<file path="src/hw/rtl/cdf_pkg.sv">
// ============================================================================
// cdf_pkg: shared types and constants of the sync-header frame parser
// Holds the status codes, configuration register indexes, RAM request and
// result structures, and the CRC-16/CCITT-FALSE byte update.
// ============================================================================
package cdf_pkg;

    localparam int STORE_DEPTH     = 256;
    localparam int STORE_AW        = 8;
    localparam int MAX_PAYLOAD_DEF = 256;
    localparam int CFG_IDX_W       = 1;

    localparam logic [15:0] CRC_INIT = 16'hFFFF;
    localparam logic [15:0] CRC_POLY = 16'h1021;
    localparam logic [8:0]  PLEN_MAX = 9'h1FF;

    localparam logic [7:0] SYNC_FIRST_RST  = 8'hAA;
    localparam logic [7:0] SYNC_SECOND_RST = 8'h55;

    localparam logic [CFG_IDX_W-1:0] REG_SYNC_FIRST  = 1'b0;
    localparam logic [CFG_IDX_W-1:0] REG_SYNC_SECOND = 1'b1;

    localparam logic ACT_RECEIVE = 1'b0;
    localparam logic ACT_READ    = 1'b1;

    typedef enum logic [1:0] {
        ST_BUSY    = 2'd0,
        ST_GOOD    = 2'd1,
        ST_CRC_ERR = 2'd2,
        ST_LEN_ERR = 2'd3
    } status_t;

    typedef struct packed {
        logic                we;
        logic [STORE_AW-1:0] waddr;
        logic [7:0]          wdata;
        logic                re;
        logic [STORE_AW-1:0] raddr;
    } ram_req_t;

    typedef struct packed {
        status_t     status;
        logic [7:0]  packet_type;
        logic [8:0]  payload_length;
        logic        rd_hit;
        logic [31:0] good_count;
        logic [31:0] fault_count;
    } result_t;

    function automatic logic [15:0] crc_feed(input logic [15:0] crc, input logic [7:0] b);
        logic [15:0] c;
        c = crc ^ {b, 8'h00};
        for (int k = 0; k < 8; k++) begin
            c = c[15] ? ({c[14:0], 1'b0} ^ CRC_POLY) : {c[14:0], 1'b0};
        end
        return c;
    endfunction

endpackage

</file>
<file path="src/hw/rtl/cdf_ram.sv">
// ============================================================================
// cdf_ram: generic single-port-write, single-port-read synchronous RAM
// One write and one read per cycle; read data is registered.
// ============================================================================
module cdf_ram #(
    parameter int WIDTH = 8,
    parameter int DEPTH = 256
) (
    input  logic                     clk,
    input  logic                     we,
    input  logic [$clog2(DEPTH)-1:0] waddr,
    input  logic [WIDTH-1:0]         wdata,
    input  logic                     re,
    input  logic [$clog2(DEPTH)-1:0] raddr,
    output logic [WIDTH-1:0]         rdata
);

    logic [WIDTH-1:0] mem [DEPTH];
    logic [WIDTH-1:0] rdata_reg;

    always_ff @(posedge clk)
    begin
        if (we)
        begin
            mem[waddr] <= wdata;
        end
        if (re)
        begin
            rdata_reg <= mem[raddr];
        end
    end

    assign rdata = rdata_reg;

endmodule

</file>
<file path="src/hw/rtl/cdf_parser.sv">
// ============================================================================
// cdf_parser: frame state machine, CRC accumulation and packet counters
// Consumes one beat per accept, issues payload buffer writes and reads,
// and registers the result of that beat for the output stage.
// ============================================================================
module cdf_parser #(
    parameter int MAX_PAYLOAD = cdf_pkg::MAX_PAYLOAD_DEF
) (
    input  logic                           clk,
    input  logic                           rst_n,
    input  logic                           cfg_we,
    input  logic [cdf_pkg::CFG_IDX_W-1:0]  cfg_index,
    input  logic [7:0]                     cfg_wdata,
    input  logic                           accept,
    input  logic                           action,
    input  logic [7:0]                     rx_byte,
    input  logic [7:0]                     read_index,
    output cdf_pkg::ram_req_t              ram_req,
    output cdf_pkg::result_t               res
);

    localparam int LEN_W = (MAX_PAYLOAD < 2) ? 1 : $clog2(MAX_PAYLOAD + 1);
    localparam logic [15:0] MAX_LEN = 16'(MAX_PAYLOAD);

    typedef enum logic [2:0] {
        PH_SYNC1,
        PH_SYNC2,
        PH_TYPE,
        PH_LEN_LO,
        PH_LEN_HI,
        PH_DATA,
        PH_CRC_LO,
        PH_CRC_HI
    } phase_t;

    phase_t            phase_reg,     phase_next;
    logic [7:0]        sync1_reg,     sync1_next;
    logic [7:0]        sync2_reg,     sync2_next;
    logic [7:0]        type_reg,      type_next;
    logic [7:0]        len_lo_reg,    len_lo_next;
    logic [LEN_W-1:0]  frame_len_reg, frame_len_next;
    logic [LEN_W-1:0]  fill_reg,      fill_next;
    logic [15:0]       crc_reg,       crc_next;
    logic [7:0]        crc_lo_reg,    crc_lo_next;
    logic [31:0]       good_reg,      good_next;
    logic [31:0]       err_reg,       err_next;
    logic [7:0]        last_type_reg, last_type_next;
    logic [LEN_W-1:0]  last_len_reg,  last_len_next;
    cdf_pkg::result_t  res_reg,       res_next;

    logic [15:0]       crc_upd;
    logic [15:0]       full_len;
    logic [15:0]       rx_crc;
    logic [LEN_W-1:0]  fill_inc;
    logic [15:0]       last_len_ext;
    cdf_pkg::status_t  status_v;
    logic              rd_hit_v;

    always_comb
    begin
        phase_next     = phase_reg;
        sync1_next     = sync1_reg;
        sync2_next     = sync2_reg;
        type_next      = type_reg;
        len_lo_next    = len_lo_reg;
        frame_len_next = frame_len_reg;
        fill_next      = fill_reg;
        crc_next       = crc_reg;
        crc_lo_next    = crc_lo_reg;
        good_next      = good_reg;
        err_next       = err_reg;
        last_type_next = last_type_reg;
        last_len_next  = last_len_reg;
        status_v       = cdf_pkg::ST_BUSY;
        rd_hit_v       = 1'b0;

        crc_upd  = cdf_pkg::crc_feed(crc_reg, rx_byte);
        full_len = {rx_byte, len_lo_reg};
        rx_crc   = {rx_byte, crc_lo_reg};
        fill_inc = fill_reg + 1'b1;

        ram_req       = '0;
        ram_req.raddr = cdf_pkg::STORE_AW'(read_index);
        ram_req.waddr = cdf_pkg::STORE_AW'(fill_reg);
        ram_req.wdata = rx_byte;

        if (cfg_we)
        begin
            case (cfg_index)
                cdf_pkg::REG_SYNC_FIRST:  sync1_next = cfg_wdata;
                cdf_pkg::REG_SYNC_SECOND: sync2_next = cfg_wdata;
                default:                  sync1_next = sync1_reg;
            endcase
        end

        if (accept && action == cdf_pkg::ACT_READ)
        begin
            ram_req.re = 1'b1;
            rd_hit_v   = {8'h00, read_index} < 16'(last_len_reg);
        end
        else if (accept)
        begin
            case (phase_reg)
                PH_SYNC1:
                begin
                    if (rx_byte == sync1_reg)
                    begin
                        phase_next = PH_SYNC2;
                    end
                end
                PH_SYNC2:
                begin
                    phase_next = (rx_byte == sync2_reg) ? PH_TYPE : PH_SYNC1;
                end
                PH_TYPE:
                begin
                    type_next  = rx_byte;
                    crc_next   = cdf_pkg::crc_feed(cdf_pkg::CRC_INIT, rx_byte);
                    phase_next = PH_LEN_LO;
                end
                PH_LEN_LO:
                begin
                    len_lo_next = rx_byte;
                    crc_next    = crc_upd;
                    phase_next  = PH_LEN_HI;
                end
                PH_LEN_HI:
                begin
                    crc_next = crc_upd;
                    if (full_len > MAX_LEN)
                    begin
                        phase_next = PH_SYNC1;
                        err_next   = err_reg + 32'd1;
                        status_v   = cdf_pkg::ST_LEN_ERR;
                    end
                    else
                    begin
                        frame_len_next = LEN_W'(full_len);
                        fill_next      = '0;
                        phase_next     = (full_len != 16'h0000) ? PH_DATA : PH_CRC_LO;
                    end
                end
                PH_DATA:
                begin
                    ram_req.we = 16'(fill_reg) < 16'(cdf_pkg::STORE_DEPTH);
                    crc_next   = crc_upd;
                    fill_next  = fill_inc;
                    if (fill_inc >= frame_len_reg)
                    begin
                        phase_next = PH_CRC_LO;
                    end
                end
                PH_CRC_LO:
                begin
                    crc_lo_next = rx_byte;
                    phase_next  = PH_CRC_HI;
                end
                PH_CRC_HI:
                begin
                    phase_next = PH_SYNC1;
                    if (rx_crc == crc_reg)
                    begin
                        last_type_next = type_reg;
                        last_len_next  = frame_len_reg;
                        good_next      = good_reg + 32'd1;
                        status_v       = cdf_pkg::ST_GOOD;
                    end
                    else
                    begin
                        err_next = err_reg + 32'd1;
                        status_v = cdf_pkg::ST_CRC_ERR;
                    end
                end
                default:
                begin
                    phase_next = PH_SYNC1;
                end
            endcase
        end

        last_len_ext            = 16'(last_len_next);
        res_next.status         = status_v;
        res_next.packet_type    = last_type_next;
        res_next.payload_length = (last_len_ext > 16'(cdf_pkg::PLEN_MAX)) ?
                                  cdf_pkg::PLEN_MAX : last_len_ext[8:0];
        res_next.rd_hit         = rd_hit_v;
        res_next.good_count     = good_next;
        res_next.fault_count    = err_next;
    end

    always_ff @(posedge clk or negedge rst_n)
    begin
        if (!rst_n)
        begin
            phase_reg     <= PH_SYNC1;
            sync1_reg     <= cdf_pkg::SYNC_FIRST_RST;
            sync2_reg     <= cdf_pkg::SYNC_SECOND_RST;
            type_reg      <= '0;
            len_lo_reg    <= '0;
            frame_len_reg <= '0;
            fill_reg      <= '0;
            crc_reg       <= cdf_pkg::CRC_INIT;
            crc_lo_reg    <= '0;
            good_reg      <= '0;
            err_reg       <= '0;
            last_type_reg <= '0;
            last_len_reg  <= '0;
            res_reg       <= '0;
        end
        else
        begin
            phase_reg     <= phase_next;
            sync1_reg     <= sync1_next;
            sync2_reg     <= sync2_next;
            type_reg      <= type_next;
            len_lo_reg    <= len_lo_next;
            frame_len_reg <= frame_len_next;
            fill_reg      <= fill_next;
            crc_reg       <= crc_next;
            crc_lo_reg    <= crc_lo_next;
            good_reg      <= good_next;
            err_reg       <= err_next;
            last_type_reg <= last_type_next;
            last_len_reg  <= last_len_next;
            if (accept)
            begin
                res_reg <= res_next;
            end
        end
    end

    assign res = res_reg;

endmodule

</file>
<file path="src/hw/rtl/crc16_packet_deframer.sv">
// ============================================================================
// crc16_packet_deframer: sync-header, length and CRC-16 frame parser
// An accepted beat is registered in the parser result stage, then the output
// stage. Throughput is one beat per cycle unless the output stalls, set by the
// single payload RAM port pair. Reset clears the parser state, counters and
// both stage valid flags; the payload RAM is not cleared and needs no clearing.
// ============================================================================
module crc16_packet_deframer #(
    parameter int MAX_PAYLOAD = cdf_pkg::MAX_PAYLOAD_DEF
) (
    input  logic                          clk,
    input  logic                          rst_n,
    input  logic                          cfg_we,
    input  logic [cdf_pkg::CFG_IDX_W-1:0] cfg_index,
    input  logic [7:0]                    cfg_wdata,
    input  logic                          in_valid,
    output logic                          in_stall,
    input  logic                          action,
    input  logic [7:0]                    rx_byte,
    input  logic [7:0]                    read_index,
    output logic                          out_valid,
    input  logic                          out_stall,
    output logic [1:0]                    status,
    output logic [7:0]                    packet_type,
    output logic [8:0]                    payload_length,
    output logic [7:0]                    read_data,
    output logic [31:0]                   good_count,
    output logic [31:0]                   fault_count
);

    cdf_pkg::ram_req_t ram_req;
    cdf_pkg::result_t  res;
    cdf_pkg::result_t  out_reg,       out_next;
    logic [7:0]        rdata_out_reg, rdata_out_next;
    logic [7:0]        ram_rdata;
    logic              s1_valid_reg,  s1_valid_next;
    logic              out_valid_reg, out_valid_next;
    logic              s1_adv;
    logic              accept;

    assign s1_adv   = s1_valid_reg && (!out_valid_reg || !out_stall);
    assign in_stall = s1_valid_reg && !s1_adv;
    assign accept   = in_valid && !in_stall;

    cdf_parser #(
        .MAX_PAYLOAD (MAX_PAYLOAD)
    ) u_parser (
        .clk        (clk),
        .rst_n      (rst_n),
        .cfg_we     (cfg_we),
        .cfg_index  (cfg_index),
        .cfg_wdata  (cfg_wdata),
        .accept     (accept),
        .action     (action),
        .rx_byte    (rx_byte),
        .read_index (read_index),
        .ram_req    (ram_req),
        .res        (res)
    );

    cdf_ram #(
        .WIDTH (8),
        .DEPTH (cdf_pkg::STORE_DEPTH)
    ) u_store (
        .clk   (clk),
        .we    (ram_req.we),
        .waddr (ram_req.waddr),
        .wdata (ram_req.wdata),
        .re    (ram_req.re),
        .raddr (ram_req.raddr),
        .rdata (ram_rdata)
    );

    always_comb
    begin
        s1_valid_next  = accept || (s1_valid_reg && !s1_adv);
        out_valid_next = s1_adv || (out_valid_reg && out_stall);
        out_next       = out_reg;
        rdata_out_next = rdata_out_reg;
        if (s1_adv)
        begin
            out_next       = res;
            rdata_out_next = res.rd_hit ? ram_rdata : 8'h00;
        end
    end

    always_ff @(posedge clk or negedge rst_n)
    begin
        if (!rst_n)
        begin
            s1_valid_reg  <= 1'b0;
            out_valid_reg <= 1'b0;
        end
        else
        begin
            s1_valid_reg  <= s1_valid_next;
            out_valid_reg <= out_valid_next;
        end
    end

    always_ff @(posedge clk)
    begin
        out_reg       <= out_next;
        rdata_out_reg <= rdata_out_next;
    end

    assign out_valid      = out_valid_reg;
    assign status         = out_reg.status;
    assign packet_type    = out_reg.packet_type;
    assign payload_length = out_reg.payload_length;
    assign read_data      = rdata_out_reg;
    assign good_count     = out_reg.good_count;
    assign fault_count    = out_reg.fault_count;

endmodule

</file>
<file path="config.mk">
export PLATFORM = sky130hd
export DESIGN_NAME = crc16_packet_deframer
export DESIGN_NICKNAME = d
export VERILOG_FILES = /design/src/hw/rtl/cdf_pkg.sv /design/src/hw/rtl/cdf_ram.sv /design/src/hw/rtl/cdf_parser.sv /design/src/hw/rtl/crc16_packet_deframer.sv
export SDC_FILE = /design/constraint.sdc
export NUM_CORES = 2
export LEC_CHECK = 0
export BUFFER_PORTS_ARGS = -buffer_cell sky130_fd_sc_hd__buf_2
export CAP_MARGIN = 10
export CELL_PAD_IN_SITES_DETAIL_PLACEMENT = 1
export CELL_PAD_IN_SITES_GLOBAL_PLACEMENT = 1
export CORE_MARGIN = 3
export CORE_UTILIZATION = 40
export DETAILED_ROUTE_END_ITERATION = 6
export PLACE_DENSITY = 0.67
export SLEW_MARGIN = 10
export SYNTH_ARGS = -nofsm -noshare
export SYNTH_HDL_FRONTEND = slang
export SYNTH_SLANG_ARGS = --single-unit
export TNS_END_PERCENT = 5
</file>
<file path="constraint.sdc">
create_clock -name clk -period 12.45 [get_ports clk]
set_clock_uncertainty 0.05 [all_clocks]
set_input_delay 2.49 -clock clk [delete_from_list [all_inputs] [get_ports clk]]
set_output_delay 2.49 -clock clk [all_outputs]
set_load 0.005 [all_outputs]
</file>
# Word level (Yosys, flattened, before mapping)
# Memories as Yosys holds them, arrays and structs flattened. A register that Yosys moved wholly into a read port is not among the register bits.
# Cells that the tools add are included.
[totals]
ff_bits = 335
ramBits = 2048
in_bits = 31
out_inout_bits = 93
mem_count = 1
[memory_table]
columns = ["name", "words", "width", "read_ports", "rd_clocked_by_memory_dff", "write_ports", "line", "rtl"]
rows = [
  ["u_store.mem", 256, 8, 1, 1, 1, "cdf_ram.sv:18", "logic [WIDTH-1:0] mem [DEPTH];"],
]
[classes]
addsub = 3
order_cmp = 4
eq_ne = 13
n_mux = 53
n_bitwise = 21
n_reduce_logical = 26
[ops]
columns = ["cell", "n"]
rows = [
  ["32-bit two-way mux", 8],
  ["13-bit two-way mux", 16],
  ["32-bit by 1-bit adder with 32-bit output, second input constant", 2],
  ["32-bit one-hot mux with 2 select lines", 1],
  ["3-bit inverter", 16],
  ["9-bit two-way mux", 5],
  ["8-bit two-way mux", 4],
  ["16-bit one-hot mux with 2 select lines", 1],
  ["3-bit one-hot mux with 8 select lines", 1],
  ["9-bit one-hot mux with 2 select lines", 1],
  ["16-bit equality test", 1],
  ["8-bit equality test", 2],
  ["16-bit by 9-bit > comparator with 1-bit output, second input constant", 1],
  ["16-bit inverter", 1],
  ["16-bit nonzero test", 1],
  ["16-bit XOR", 1],
  ["3-bit equality test, second input constant", 4],
  ["3-bit AND reduction", 4],
  ["4-bit AND reduction", 3],
  ["2-bit two-way mux", 5],
  ["9-bit by 1-bit adder with 9-bit output, second input constant", 1],
  ["9-bit >= comparator", 1],
  ["8-bit by 9-bit less-than comparator with 1-bit output", 1],
  ["9-bit less-than comparator, second input constant", 1],
  ["15 further kinds", 38],
]

# Depth between registers and ports, before layout
[logic_depth]
depth_word = 18
ltp_mapped = 13
depth_no_buf = 11

# Cells and area by module
# From an unflattened synthesis, not the netlist that was laid out.
[hier_totals]
hier_cells = 4850
hier_area_um2 = 93908.8
[by_module_without_submodules]
columns = ["module", "n_inst", "cells_per_inst", "area_each_um2"]
rows = [
  ["cdf_ram", 1, 3733, 79636.4],
  ["cdf_parser", 1, 1010, 11397.2],
  ["crc16_packet_deframer", 1, 107, 2875.3],
]

# Least setup slack after synthesis
# No wires, ideal clock.
[synth_timing]
kind = "input to register"
startpoint = "input port out_stall"
endpoint = "register out_reg, in the netlist fault_count[0], enable pin"
setup_time_ns = 0.680
t_arrival_ns = 9.060
required_ns = 11.720
path_slack_ns = 2.660
path_stages = 1
path_cell_list = "a21boi_0"
[synth_via]
elab_chain_len = 3
[synth_rtl]
columns = ["element", "line", "rtl"]
rows = [
  ["start: declaration", "crc16_packet_deframer.sv:22", "input logic out_stall,"],
  ["1-bit zero test", "crc16_packet_deframer.sv:41", "assign s1_adv = s1_valid_reg && (!out_valid_reg || !out_stall);"],
  ["1-bit logical OR", "crc16_packet_deframer.sv:41", ""],
  ["1-bit logical AND", "crc16_packet_deframer.sv:41", ""],
  ["end signal: assignment", "crc16_packet_deframer.sv:103", "out_reg <= out_next;"],
  ["end: declaration", "crc16_packet_deframer.sv:33", "cdf_pkg::result_t out_reg, out_next;"],
]
# No other way between the ends.
# A chain may end at the register's enable or synchronous reset.

# Final worst setup path
[layout_timing]
startpoint = "input port out_stall"
endpoint = "memory u_store.mem[255][3], enable pin"
[layout_via]
elab_chain_len = 11
elab_cells_between_ends = 12
classes_between = "mux: 4; reduce/logical: 8"
[layout_rtl]
columns = ["element", "line", "rtl"]
rows = [
  ["1-bit zero test (*)", "crc16_packet_deframer.sv:41", ""],
  ["1-bit logical OR (*)", "crc16_packet_deframer.sv:41", ""],
  ["1-bit logical AND (*)", "crc16_packet_deframer.sv:41", ""],
  ["1-bit zero test (*)", "crc16_packet_deframer.sv:42", "assign in_stall = s1_valid_reg && !s1_adv;"],
  ["1-bit logical AND (*)", "crc16_packet_deframer.sv:42", ""],
  ["1-bit zero test (*)", "crc16_packet_deframer.sv:43", "assign accept = in_valid && !in_stall;"],
  ["1-bit logical AND (*)", "crc16_packet_deframer.sv:43", ""],
  ["1-bit two-way mux / 1-bit logical AND (equally long branches)", "cdf_parser.sv:101, cdf_parser.sv:96", ""],
  ["1-bit two-way mux (*)", "cdf_parser.sv:96", "if (accept && action == cdf_pkg::ACT_READ)"],
  ["1-bit two-way mux (*)", "cdf_ram.sv:23", "if (we)"],
  ["1-bit two-way mux (implied by the code) (*)", "cdf_ram.sv:25", "mem[waddr] <= wdata;"],
  ["end: declaration", "cdf_ram.sv:18", ""],
]
# Every way passes the cells marked *; elsewhere a longest branch is shown, timed or not.

==> out/qor.csv <==
stage,metric,value,unit
floorplanning,floorplan core area,231000,um^2
synthesis,fraction of synthesis flops using an asynchronous set or reset pin,10.2,%
global_routing,global-route usage over all layers,20.6,%
clock_tree,Clock H-tree levels,4,
clock_tree,clock-pin slew on the worst setup and hold paths,60,ps
drt,average via count per standard cell,5.75,
clock_tree,clock sink total,2391,
finish,number of nets in the layout,4989,
floorplanning,Rows,176,
timing,unrepaired setup endpoints after global routing,false,
drt,highest signal layer in the routed design,met5,
synthesis,count of state elements after synthesis,2391,
outcome,outcome,"finished, final reports clean",
clock_tree,post-cts resize count,0,
drt,Initial DRC Count,5406,
power_and_ir_drop,worst ir drop on vdd,0.146,mV
floorplanning,width of the chip,489,um
critical_path,nature of the critical path startpoint,input pin,
clock_tree,Root Buffer,sky130_fd_sc_hd__clkbuf_16,
clock_tree,total clock buffers created by CTS,239,
timing,Fmax,150,MHz
timing,post-route fraction of the period consumed by the critical path,53.5,%
finish,end-of-flow core utilization,45.6,%
drt,overall routed net length,246,mm
clock_tree,hold buffer count at CTS,0,
floorplanning,I/O pin count,124,
finish,"flip-flop count of the largest register, all copies and words added",2048,
synthesis,"Seq/Total Area, Yosys",75.8,%
timing,final number of hold-violating endpoints,0,
critical_path,CP Class,input pin to flop,
synthesis,mapped cell area,93200,um^2
synthesis,count of yosys warnings during synthesis,0,
drt,routed length on met2,118,mm
power_and_ir_drop,PD cells,165,nW/um^2
global_routing,global-route wire length before repair,359,mm
timing,Setup-failing EPs final,0,
finish,final standard cell count with taps included and fillers excluded,8181,
synthesis,most frequently used flop master after synthesis,sky130_fd_sc_hd__edfxtp_1,
synthesis,syn_nets,4796,
synthesis,per-instance average area after synthesis,19.6,um^2
place,PortBufs,123,
drt,DRC violation count after routing,0,
run,number of max-cap violations,0,
place,Final Wtd Congestion,0.817,
timing,minimum clock period after layout,6660,ps
drt,average detailed-routed wire length per instance,30.1,um
drt,detailed-routing iteration count for the pre-antenna-repair pass,5,
drt,"antenna viol nets, final",0,
global_routing,final global-route overflow total,0,
floorplanning,die height,489,um
finish,layout overhead on the synthesized area,12.9,%
clock_tree,clock latency reported for the late side of the worst-skew pair,870,ps
timing,pin slew with the least headroom to its limit,1400,ps
drt,post-route met1 wirelength,101,mm
critical_path,kind of end point of the critical path,flop,
synthesis,post-synth cell types,77,
global_routing,initial antenna violation count,16,
synthesis,gate count after technology mapping,4743,
floorplanning,Starting Density,40.4,%
power_and_ir_drop,LEAKAGE,0.0345,uW
place,Placed Cells,7721,
drt,met3 WL post-DR,18.9,mm
clock_tree,Max Buffers Root-to-Sink,3,
global_routing,via count of the first global-routing pass,49319,
floorplanning,total die area,239000,um^2
timing,worst-case setup margin in the final layout,5790,ps
timing,final slew viol count,0,
global_routing,largest net degree at the start of global routing,172,
worst_hold_path,path type of the worst min-delay path,flop to flop,
finish,fraction of layout cells with a size suffix above 1,24.6,%
clock_tree,clock tree from TritonCTS,built,
timing,Final TNS setup,0,ps
place,total half-perimeter wirelength after legalization and detailed placement,151,mm
critical_path,maximum net fanout on the critical path,16,
synthesis,number of enable-type register cells in the synthesized netlist,2147,
critical_path,CP arrival,7090,ps
timing,worst hold slack across all endpoints,397,ps
clock_tree,number of post-CTS setup repair buffers,0,
place,setup slack after placement,4860,ps
critical_path,endpoint required time on the critical path,12880,ps
drt,vias post-DR,47015,
timing,Max-Slew Margin vs Limit,6.22,%
[through the flow]
step	power, uW	area [um^2]
after floorplan	9770	93200
after global placement	10300	97300
after detailed placement	10400	97300
after CTS	17500	105000
after global routing	18000	105000
final	17400	105000
[synth_stat cells (6+ instances only)]
library cell	count	area (um^2)
sky130_fd_sc_hd__clkbuf_1	136	510
sky130_fd_sc_hd__xnor2_1	59	517
sky130_fd_sc_hd__mux2i_1	96	961
sky130_fd_sc_hd__nor4_1	18	113
sky130_fd_sc_hd__mux2_2	97	1090
sky130_fd_sc_hd__a31oi_1	12	75.1
sky130_fd_sc_hd__a221oi_1	13	114
sky130_fd_sc_hd__nor3_1	30	150
sky130_fd_sc_hd__o22ai_1	116	726
sky130_fd_sc_hd__nand2_1	163	612
sky130_fd_sc_hd__a211oi_1	20	150
sky130_fd_sc_hd__a211o_1	20	175
sky130_fd_sc_hd__mux2_4	9	135
sky130_fd_sc_hd__buf_2	62	310
sky130_fd_sc_hd__o21ai_0	58	290
sky130_fd_sc_hd__dfstp_2	24	631
sky130_fd_sc_hd__nor2b_1	12	75.1
sky130_fd_sc_hd__nand3_1	62	310
sky130_fd_sc_hd__edfxtp_1	2147	64500
sky130_fd_sc_hd__xor2_1	82	718
sky130_fd_sc_hd__nand4_1	22	138
sky130_fd_sc_hd__ha_1	22	275
sky130_fd_sc_hd__a22o_1	44	385
sky130_fd_sc_hd__buf_4	43	323
sky130_fd_sc_hd__inv_1	25	93.8
sky130_fd_sc_hd__nor3_2	11	110
sky130_fd_sc_hd__mux4_2	488	11000
sky130_fd_sc_hd__a22oi_1	46	345
sky130_fd_sc_hd__nor4_2	6	75.1
sky130_fd_sc_hd__nand2b_1	12	75.1
sky130_fd_sc_hd__nor2_1	385	1450
sky130_fd_sc_hd__dfrtp_1	220	5510
sky130_fd_sc_hd__buf_1	17	63.8
sky130_fd_sc_hd__o211ai_1	8	60.1
sky130_fd_sc_hd__and3_1	18	113
sky130_fd_sc_hd__and2_1	22	138
sky130_fd_sc_hd__a2111oi_0	7	61.3
sky130_fd_sc_hd__a21oi_1	38	190
[logic make-up (layout without fill, tap and decap cells)]
group	after synthesis	after routing	share of synthesized area, %
muxes	690	690	14.1
buffers and inverters	293	702	1.51
adders and majority gates	22	22	0.295
xor gates and xnor gates	142	142	1.34
and+or+nand+nor	797	797	3.94
other	0	3	0
AOI/OAI and AO/OA	408	408	3.01
DFF	2391	2391	75.8
[where the power goes]
| part | leakage [uW] | total, uW | internal, uW | switching (uW) |
|---|---|---|---|---|
| registers | 0.0225 | 8990 | 8880 | 111 |
| clock network | 0.00384 | 7200 | 4080 | 3120 |
| logic | 0.00820 | 1180 | 384 | 798 |
| total | 0.0345 | 17400 | 13300 | 4030 |
[cell type report]
| cell class | instances | area, um^2 |
|---|---|---|
| Multi-Input combinational cell | 2059 | 21300 |
| Antenna cell | 3 | 7.51 |
| Sequential cell | 2391 | 70600 |
| Tap cell | 3026 | 3790 |
| Clock inverter | 175 | 1680 |
| Clock buffer | 282 | 6220 |
| Inverter | 27 | 101 |
| Timing Repair Buffer | 218 | 1550 |
| Fill cell | 21332 | 126000 |
[critical path, stage by stage]
cell                       delay (ps)
sky130_fd_sc_hd__buf_2            130
sky130_fd_sc_hd__nand3_1          180
sky130_fd_sc_hd__nand4b_1         770
sky130_fd_sc_hd__nor3_2           880
sky130_fd_sc_hd__and2_1           470
sky130_fd_sc_hd__nor2b_1          410
sky130_fd_sc_hd__nand3_1          810
sky130_fd_sc_hd__nor2_1           930
[cell usage in the layout, fill, tap and decap left out, drive strengths merged, types with 38 or more instances in the layout]
cell type / netlist / layout
mux2: 106 / 106
xnor2: 60 / 60
a22o: 44 / 44
a22oi: 46 / 46
nand2: 164 / 164
dfrtp: 220 / 220
clkinv: 1 / 123
nand3: 62 / 62
nor3: 41 / 41
a21oi: 38 / 38
xor2: 82 / 82
o22ai: 116 / 116
clkbuf: 137 / 282
edfxtp: 2147 / 2147
nor2: 385 / 385
mux4: 488 / 488
buf: 129 / 218
o21ai: 59 / 59
mux2i: 96 / 96
[routing by layer]
layer | global-route usage (%) | vias to the layer above
li1 | - | 19566
met1 | 28.3 | 25079
met2 | 32.8 | 1947
met3 | 4.51 | 417
met5 | 0 | -
met4 | 7.07 | 6
[worst paths after layout]
| check | startpoint | end | slack (ps) | depth (start not counted) |
|---|---|---|---|---|
| worst min-delay path | u_parser.res[2] | fault_count[2] | 400 | 0 |
| max in group asynchronous | rst_n | u_parser.good_reg[13] | 8420 | 3 |
| min in group asynchronous | rst_n | u_parser.sync2_reg[5] | 1610 | 1 |
| worst max register to register | out_valid | u_store.mem[255][3] | 7070 | 7 |
| worst min register to register | u_parser.res[2] | fault_count[2] | 400 | 0 |
| worst max-delay path | out_stall | u_store.mem[255][3] | 5790 | 8 |
Power figures use the tool's default switching activity.
